`config.mk`:
```
export PLATFORM = sky130hd
export DESIGN_NAME = wru_cell
export DESIGN_NICKNAME = d
export VERILOG_FILES = /design/src/design/wru_pkg.sv /design/src/design/wru_cell.sv
export SDC_FILE = /design/constraint.sdc
export NUM_CORES = 1
export LEC_CHECK = 0
export BUFFER_PORTS_ARGS = -buffer_cell sky130_fd_sc_hd__buf_4
export CORE_AREA = 5 5 144 146
export DETAILED_ROUTE_END_ITERATION = 12
export DIE_AREA = 0 0 149 151
export GPL_ROUTABILITY_DRIVEN = 0
export GPL_TIMING_DRIVEN = 0
export PLACE_DENSITY_LB_ADDON = 0.08
export SLEW_MARGIN = 20
export SYNTH_ARGS = -nofsm -noshare
export SYNTH_HDL_FRONTEND = slang
export SYNTH_SLANG_ARGS = --single-unit
```
`constraint.sdc`:
```
create_clock -name clock -period 5.7 [get_ports clock]
set_clock_uncertainty 0.15 [all_clocks]
set_input_delay 0.285 -clock clock [delete_from_list [all_inputs] [get_ports clock]]
set_output_delay 0.285 -clock clock [all_outputs]
set_load 0.005 [all_outputs]
```
`src/design/wru_pkg.sv`:
```
`timescale 1ns / 1ps
`default_nettype none

package wru_pkg;

   localparam int ADDR_W = 32;
   localparam int OP_W   = 2;
   localparam int KIND_W = 2;

   localparam logic [OP_W-1:0] REQ_CHECK  = 2'd0;
   localparam logic [OP_W-1:0] REQ_ADD    = 2'd1;
   localparam logic [OP_W-1:0] REQ_REMOVE = 2'd2;

   localparam logic [KIND_W-1:0] KIND_WRITE  = 2'd0;
   localparam logic [KIND_W-1:0] KIND_READ   = 2'd1;
   localparam logic [KIND_W-1:0] KIND_ACCESS = 2'd2;

   typedef struct packed {
      logic [OP_W-1:0]   req_type;
      logic [ADDR_W-1:0] addr;
      logic [ADDR_W-1:0] len;
      logic [KIND_W-1:0] wp_kind;
      logic              access_wr;
   } req_item_type;

   typedef struct packed {
      logic              status;
      logic              hit;
      logic [ADDR_W-1:0] hit_addr;
   } rsp_item_type;

   // item travelling down the row of slots
   typedef struct packed {
      logic              valid;
      logic [OP_W-1:0]   op;
      logic [ADDR_W-1:0] addr;
      logic [ADDR_W-1:0] len;
      logic [ADDR_W-1:0] sum;
      logic [KIND_W-1:0] kind;
      logic              wr;
      logic              done;
      logic              wrote;
   } token_type;

endpackage

`default_nettype wire

```
`src/design/wru_cell.sv`:
```
`timescale 1ns / 1ps
`default_nettype none

module wru_cell #(
   parameter int ENTRIES = 32,
   parameter int INDEX   = 0
) (
   input  wire logic                             clock,
   input  wire logic                             reset,
   input  wire logic [$clog2(ENTRIES+1)-1:0]     used_count,
   input  wire wru_pkg::token_type               tok_in,
   output wru_pkg::token_type                    tok_out
);

   localparam int CNT_W = $clog2(ENTRIES + 1);

   logic [wru_pkg::ADDR_W-1:0] addr_ff, len_ff, end_ff;
   logic [wru_pkg::ADDR_W-1:0] addr_in, len_in, end_in;
   logic [wru_pkg::KIND_W-1:0] kind_ff, kind_in;
   logic                       active_ff, active_in;
   logic                       load;
   wru_pkg::token_type         tok_ff, tok_upd_in;

   logic kind_ok, same, take, overlap, dir_ok, cell_hit;

   always_comb begin
      kind_ok  = (tok_in.kind <= wru_pkg::KIND_ACCESS);
      same     = active_ff && (addr_ff == tok_in.addr) && (len_ff == tok_in.len)
                 && (kind_ff == tok_in.kind);
      // next unused slot; only reached when no identical slot was found upstream
      take     = (used_count == CNT_W'(INDEX)) && kind_ok;
      overlap  = !(tok_in.sum <= addr_ff) && !(tok_in.addr >= end_ff);
      dir_ok   = (kind_ff == wru_pkg::KIND_ACCESS)
                 || ((kind_ff == wru_pkg::KIND_WRITE) && tok_in.wr)
                 || ((kind_ff == wru_pkg::KIND_READ) && !tok_in.wr);
      cell_hit = active_ff && overlap && dir_ok;

      tok_upd_in = tok_in;
      active_in  = active_ff;
      load       = 1'b0;
      addr_in    = tok_in.addr;
      len_in     = tok_in.len;
      end_in     = tok_in.sum;
      kind_in    = tok_in.kind;

      if (tok_in.valid && !tok_in.done) begin
         case (tok_in.op)
            wru_pkg::REQ_CHECK: begin
               if (cell_hit) tok_upd_in.done = 1'b1;
            end
            wru_pkg::REQ_ADD: begin
               if (kind_ok && same) begin
                  tok_upd_in.done = 1'b1;
               end else if (take) begin
                  tok_upd_in.done  = 1'b1;
                  tok_upd_in.wrote = 1'b1;
                  active_in        = 1'b1;
                  load             = 1'b1;
               end
            end
            wru_pkg::REQ_REMOVE: begin
               if (kind_ok && same) begin
                  tok_upd_in.done = 1'b1;
                  active_in       = 1'b0;
               end
            end
            default: ;
         endcase
      end
   end

   always_ff @(posedge clock) begin
      if (reset) begin
         active_ff    <= 1'b0;
         tok_ff.valid <= 1'b0;
      end else begin
         active_ff <= active_in;
         tok_ff    <= tok_upd_in;
      end
      if (load) begin
         addr_ff <= addr_in;
         len_ff  <= len_in;
         end_ff  <= end_in;
         kind_ff <= kind_in;
      end
   end

   assign tok_out = tok_ff;

endmodule

`default_nettype wire

```
==> out/metrics.yaml, run 1 <==
run_status:
  status: "completed"
cts:
  cts_tree: "built"
  cts_root_buf: "clkbuf_16"
  ctsResizeCount: 0
  h-tree-depth: 1
  clk_latency_ns: 0.49
  clock_path_buffers: 3
  clkTransAtPathRegs_ns: 0.06
  cts_made_buffers: 22
  cts.sinks: 203
timing:
  setup_tns_ns: 0
  setup_viol: 0
  setup_slack_ns: 2.62
  worst_pin_slew_ns: 0.724
  finalCriticalPeriod_ns: 3.08
  fmax_mhz: 325
  finalMaxSlewViolations: 0
  finalCritPeriodShare_pct: 54.0
  slew_headroom_pct: 50.5
  rsz0062_at_grt: "false"
  hold_viol: 0
setup_path:
  r2r_setup_slack_ns: 2.68
  cp-end-kind: "flip-flop"
  criticalPathCategory: "primary input to flip-flop"
  required_ns: 5.79
  cp_max_fo: 16
  crit_arrival_ns: 3.17
  crit_path_start_kind: "primary input"
power_and_ir_drop:
  powerDensity_nw_per_um2: 279
  p_leak_nw: 5.09
  ir_drop_mv: 0.227
yosys:
  ys_types: 37
  synth_top_area_cell: "edfxtp_1"
  syn-cell-area_um2: 8540
  ys_warn_count: 0
  seq_area_frac_synth_pct: 71.1
  synth_area_leaders: "edfxtp_1 (71%), ha_1 (9.4%), xor2_1 (4.4%)"
  syn_avg_cell_area_um2: 16.0
  synth_nets: 711
  synth_top_area_share_pct: 70.6
  synthCells: 535
  ys_seq_elements: 203
floorplan:
  die-area_um2: 22500
  num_io_pins: 216
  fp-row-count: 51
  die_x_um: 149
  die_y_um: 151
  initial_core_util_pct: 44.3
  core_um2: 19300
layout:
  drive_gt1_share_pct: 29.2
  area_delta_synth_final_pct: 44.8
  final_nets: 1063
  post-route-util_pct: 64.2
  diodes: 0
routing:
  dr_total_vias: 5526
  via_per_inst: 4.73
  drt_wl_total_um: 19700
  drt_pass1_iterations: 4
  wire_per_inst_um: 16.9
  drc: 0
  drt_iter0_drc: 232
  ant_nets: 0
placement:
  port_buffers: 215
  place_ws_ns: 2.67
  hpwlAfterDp_um: 14500
global_routing:
  grt_pass1_wl_um: 30500
  overflow: 0
  antenna_found_initial: 0
  grt_pass1_vias: 5803
  grt_usage_pct: 17.2
  grt_max_degree: 54
min_path:
  hold_class: "primary input to flip-flop"
run:
  max_cap_violations: 0
## power by group
part | switching (mW) | total, mW | leakage [nW] | internal [mW]
clock | 0.556 | 1.38 | 0.344 | 0.825
combinational | 0.141 | 0.341 | 2.84 | 0.200
sequential | 0.0168 | 1.72 | 1.90 | 1.71
## synthesized netlist by cell type
library cell,count
xor2_1,43
o21ai_0,6
a221oi_1,2
or4_1,1
a2111o_1,1
and4_1,2
xnor2_1,25
a31oi_1,1
dfxtp_1,2
inv_1,67
or2_1,1
ha_1,64
nor4_2,3
a21o_1,5
edfxtp_1,201
nand3_1,9
inv_2,1
nor3_1,5
a2111oi_0,1
a21oi_1,19
o21ai_1,1
nand4_1,19
nand2_1,14
nor4_1,10
nor3b_4,1
a211oi_1,4
a211o_1,3
o211ai_1,4
nor2b_1,3
or4_4,1
a31o_1,1
nand4b_1,1
nor4b_1,1
o21a_1,3
nand4_2,1
nand2b_1,1
nor2_1,8
## critical path, cell delays in order
cell	delay (ns)
dlygate4sd3_1	0.54
buf_4	0.15
xor2_1	0.15
nor4_1	0.40
nand4_1	0.17
nor4_2	0.29
nand4_1	0.21
nor3b_4	0.25
buf_8	0.17
buf_8	0.15
buf_6	0.17
or2_1	0.21
## worst paths after layout
kind                from         end  cells after the start
max           tok_in[71]  tok_out[0]                     12
min          tok_in[103]   active_ff                      4
max reg2reg   addr_ff[2]  tok_out[0]                     10
min reg2reg    active_ff   active_ff                      2
## kinds of logic (layout without fill, tap and decap cells)
family,Yosys count,count (layout),share of synthesized area [%]
adders and majority gates,64,64,9.37
buffers and inverters,68,436,2.99
xor gates and xnor gates,68,68,6.97
and+or+nand+nor,81,81,5.71
AOI/OAI and AO/OA,51,51,3.85
DFF,203,203,71.1
## registers in the layout, summed over array words and instances (netlist names)
signal,count
active_ff,1
addr_ff,32
end_ff,32
kind_ff,2
len_ff,32
tok_out,104
## routing by layer
metal / global-route usage, % / up-vias / part of all wire (%)
met5: 0 / - / 0
met4: 3.84 / 0 / 1.6
met3: 3.77 / 27 / 6.6
met2: 30.0 / 166 / 50
met1: 22.1 / 2629 / 42
li1: - / 2704 / -
## stage by stage
stage               power (mW)  hold slack (ns)  cell area [µm²]  instances
detailed placement        2.04            0.328            10600       1023
floorplan                 1.83            0.207             8540        535
global placement          2.04            0.305            10500       1015
finish                    3.45           0.0771            12400       1168
CTS                       3.50           0.0527            12400       1168
global route              3.59           0.0803            12400       1168
## area by class of cell
| type | instances | area, µm² |
|---|---|---|
| sequential | 203 | 6080 |
| multi-input combinational | 264 | 2210 |
| inverter | 68 | 260 |
| timing repair buffer | 328 | 2780 |
| clock inverter | 8 | 72.6 |
| tap | 265 | 332 |
| fill | 1443 | 6900 |
| clock buffer | 32 | 639 |
## cells in the final DEF (no fill, tap or decap), types with 4 or more instances in the layout
cell type,Yosys,layout
inv_1,67,66
ha_1,64,64
nand4_1,19,19
a21oi_1,19,19
xnor2_1,25,25
nand2_1,14,14
edfxtp_1,201,201
clkbuf_1,0,6
xor2_1,43,43
nor3_1,5,5
buf_4,0,215
clkbuf_16,0,23
o21ai_0,6,6
dlygate4sd3_1,0,105
nor2_1,8,8
nand3_1,9,9
o211ai_1,4,4
a21o_1,5,5
a211oi_1,4,4
nor4_1,10,10
buf_6,0,4
## repair_timing
item,in CTS,in global routing
endpoints found under the hold margin,209,0
hold buffers,105,0
setup buffers,0,0
Power figures use the tool's default switching activity.
==> run 2, diff against run 1 <==
--- a/config.mk
+++ b/config.mk
@@ -5,10 +5,11 @@
 export SDC_FILE = /design/constraint.sdc
 export NUM_CORES = 1
 export LEC_CHECK = 0
+export ABC_AREA = 1
 export BUFFER_PORTS_ARGS = -buffer_cell sky130_fd_sc_hd__buf_4
-export CORE_AREA = 5 5 144 146
+export CORE_AREA = 5 5 148 150
 export DETAILED_ROUTE_END_ITERATION = 12
-export DIE_AREA = 0 0 149 151
+export DIE_AREA = 0 0 153 155
 export GPL_ROUTABILITY_DRIVEN = 0
 export GPL_TIMING_DRIVEN = 0
 export PLACE_DENSITY_LB_ADDON = 0.08
==> constraint.sdc (replaced) <==
create_clock -name clock -period 2.8 [get_ports clock]
set_clock_uncertainty 0.15 [all_clocks]
set_input_delay 0.14 -clock clock [delete_from_list [all_inputs] [get_ports clock]]
set_output_delay 0.14 -clock clock [all_outputs]
set_load 0.005 [all_outputs]
==> out/metrics.yaml, run 2 <==
setup_path:
  path_cells: "dlygate4sd3_1 -> buf_4 -> nand2_1 -> inv_1 -> nor4_1 -> nand2_2 -> nor2_4 -> buf_16 -> buf_12"
  cp_max_fo: 25  # +9
  crit_start: "tok_in[3]"
  crit_buf_inv: 5  # unchanged
  r2r_start: "addr_ff[20]"
  criticalPathCategory: "primary input to flip-flop"
  crit_arrival_ns: 2.58  # -0.59 ns
  r2r_setup_slack_ns: 0.27  # -2.41 ns
  crit_family: "simple AND/OR/NAND/NOR gates"
  cp-end-kind: "flip-flop"
  required_ns: 2.85  # -2.94 ns
  cpMaxStageDelayCell: "dlygate4sd3_1"
  critPathMaxStageDelay_ns: 0.55  # about the same
  crit_path_start_kind: "primary input"
global_routing:
  overflow: 0  # unchanged
  antenna_found_initial: 0  # unchanged
  grt_pass1_wl_um: 32300  # +6.0%
  grt_pass1_vias: 6381  # +10%
  grt_max_degree: 68  # +26%
  grt_usage_pct: 16.8  # -0.33 points
layout:
  post-route-util_pct: 63.0  # -1.2 points
  diodes: 0  # unchanged
  area_delta_synth_final_pct: 43.5
  final_cell_mix: "buf_4 (215), edfxtp_1 (201), nand2_1 (187)"
  final_common_cell: "buf_4"
  drive_gt1_share_pct: 24.7  # -4.5 points
  largest_reg_flops: 104  # unchanged
  final_area_um2: 13000  # +4.7%
  stdcell_count: 1401  # +20%
  final_nets: 1286  # +21%
  fillers: 1646  # +14%
cts:
  post_cts_buffers: 0  # unchanged
  cts_root_buf: "clkbuf_16"
  clk_latency_ns: 0.51  # +0.02 ns
  cts_tree: "built"
  cts.sinks: 203  # unchanged
  ctsResizeCount: 0  # unchanged
  cts_made_buffers: 23  # +4.5%
  h-tree-depth: 1  # unchanged
  clock_path_buffers: 3  # unchanged
  clkTransAtPathRegs_ns: 0.06  # about the same
yosys:
  ys_types: 25  # -32%
  synth_edf_count: 201  # unchanged
  synthXorXnorAreaFrac_pct: 3.69  # -3.3 points
  synth-compound-area-share_pct: 2.45  # -1.4 points
  syn_avg_cell_area_um2: 11.9  # -25%
  ys_top_cells_by_count: "edfxtp_1 (201), nand2_1 (187), inv_1 (113), nor2_1 (74), ha_1 (64)"
  async_flop_share_pct: 0  # unchanged
  synth_fa_ha_area_share_pct: 8.87  # -0.50 points
  synth_ff_type: "edfxtp_1"
  synth_top_area_cell: "edfxtp_1"
  synthCells: 756  # +41%
  syn-cell-area_um2: 9030  # +5.7%
  synth_area_leaders: "edfxtp_1 (67%), ha_1 (8.9%), nand2_1 (7.8%)"
  synth_mux_area_share_pct: 0  # unchanged
  seq_area_frac_synth_pct: 67.3  # -3.8 points
  synth_top_family_by_area: "simple AND/OR/NAND/NOR gates"
  synth_nets: 932  # +31%
  yosysMostFrequentCell: "edfxtp_1"
  ys_warn_count: 0  # unchanged
  synth_top_area_share_pct: 66.9  # -3.8 points
  synthSimpleGateAreaFrac_pct: 12.4  # +6.7 points
  ys_seq_elements: 203  # unchanged
routing:
  drt_pass1_iterations: 4  # unchanged
  drc: 0  # unchanged
  top_layer_used: "met4"
  drt_wl_total_um: 20300  # +2.9%
  wire_per_inst_um: 14.5  # -14%
  via_per_inst: 4.48  # -5.3%
  dr_total_vias: 6274  # +14%
  wl_met2_um: 9850  # +0.37%
  wl_met3_um: 1380  # +5.0%
  ant_nets: 0  # unchanged
  drt_iter0_drc: 220  # -5.2%
  m1WireLength_um: 8770  # +5.6%
timing:
  slew_headroom_pct: 57.8  # +7.3 points
  rsz0062_at_grt: "false"
  hold_viol: 0  # unchanged
  worst_pin_slew_ns: 0.627  # -0.0968 ns
  setup_viol: 0  # unchanged
  finalCritPeriodShare_pct: 90.6
  finalCriticalPeriod_ns: 2.54
  setup_slack_ns: 0.264  # -2.36 ns
  setup_tns_ns: 0  # unchanged
  fmax_mhz: 394
  whs_ns: 0.0901  # +0.0131 ns
  finalMaxSlewViolations: 0  # unchanged
min_path:
  hold_class: "primary input to flip-flop"
  hp-start: "used_count[3]"
power_and_ir_drop:
  ir_drop_mv: 0.462  # +100%
  p_comb_share_pct: 10.0  # about the same
  p_int_mw: 5.69  # +110%
  p_sw_share_pct: 21.4  # +0.67 points
  powerDensity_nw_per_um2: 558  # +100%
  power_frac_clock_pct: 41.4  # +1.3 points
  p_switching_mw: 1.55  # +120%
  seqPwrFrac_pct: 48.5  # -1.5 points
  p_total_mw: 7.23  # +110%
  p_leak_nw: 5.76  # +13%
floorplan:
  die_x_um: 153  # +2.7%
  initial_core_util_pct: 43.9  # -0.42 points
  fp-row-count: 53  # +3.9%
  num_io_pins: 216  # unchanged
  die_y_um: 155  # +2.6%
  die-area_um2: 23700  # +5.4%
  core_um2: 20600  # +6.7%
placement:
  place_ws_ns: 0.118  # -2.55 ns
  post_dp_cell_area_um2: 11100  # +4.8%
  dp_cells: 1251  # +22%
  hpwlAfterDp_um: 13900  # -4.4%
  port_buffers: 215  # unchanged
run_status:
  status: "completed"
run:
  max_cap_violations: 0  # unchanged
==> run 2: cell count changes after synthesis, moves of 8 or more <==
cell / delta
nor2_1: +66
nand4_1: -17
xor2_1: -34
nor4_1: -9
inv_1: +46
a21oi_1: +8
nand2_1: +173
inv_2: +13
==> run 2: repair_timing <==
| item | CTS | global route |
|---|---|---|
| hold endpoints to repair | 240 | 0 |
| hold buffers | 108 | 0 |
| setup endpoints to repair | 0 | 39 |
==> run 2: final cells by class <==
class,instances,area (µm²),share of cell area [%]
timing repair buffer,328,2820,21.7
clock inverter,14,158,1.22
inverter,127,482,3.72
multi-input combinational,427,2490,19.2
tap,275,344,2.66
clock buffer,27,591,4.56
sequential,203,6080,46.9
==> run 2: per-layer routing <==
metal	up-vias	GRT usage (%)
li1	3207	-
met1	2879	21.5
met2	163	28.8
met3	25	4.67
met4	0	3.99
met5	-	0
==> run 2: cell families after synthesis <==
| logic type | count (synthesis) |
|---|---|
| xor+xnor | 38 |
| compound gates | 40 |
| buf+inv | 127 |
| fa+ha+maj | 64 |
| simple gates | 284 |
| flops | 203 |
==> run 2: power groups by stage <==
stage	Sequential (mW)	Combinational [mW]	Clock, mW
3_3_place_gp	3.58	0.599	0
5_1_grt	3.52	0.806	3.23
4_1_cts	3.51	0.735	3.08
3_5_place_dp	3.57	0.610	0
6_report	3.51	0.726	3.00
2_1_floorplan	3.60	0.166	0
==> run 2: path summary, 6_finish.rpt <==
path,cells after the start,to
worst max-delay path,9,addr_ff[28]
worst min register to register,2,active_ff
worst min-delay path,4,len_ff[27]
worst max register to register,12,active_ff
==> run 2: worst reg2reg max path, cell delays in order (launching register included) <==
cell           delay, ns
edfxtp_1            0.40
xor2_1              0.15
nor2_1              0.10
nand2_1             0.13
nor2_1              0.11
nand2_1             0.06
nor2_1              0.23
nand3_2             0.18
nand2_2             0.16
dlygate4sd3_1       0.56
nand2_1             0.05
nand2_1             0.08
a21oi_2             0.05
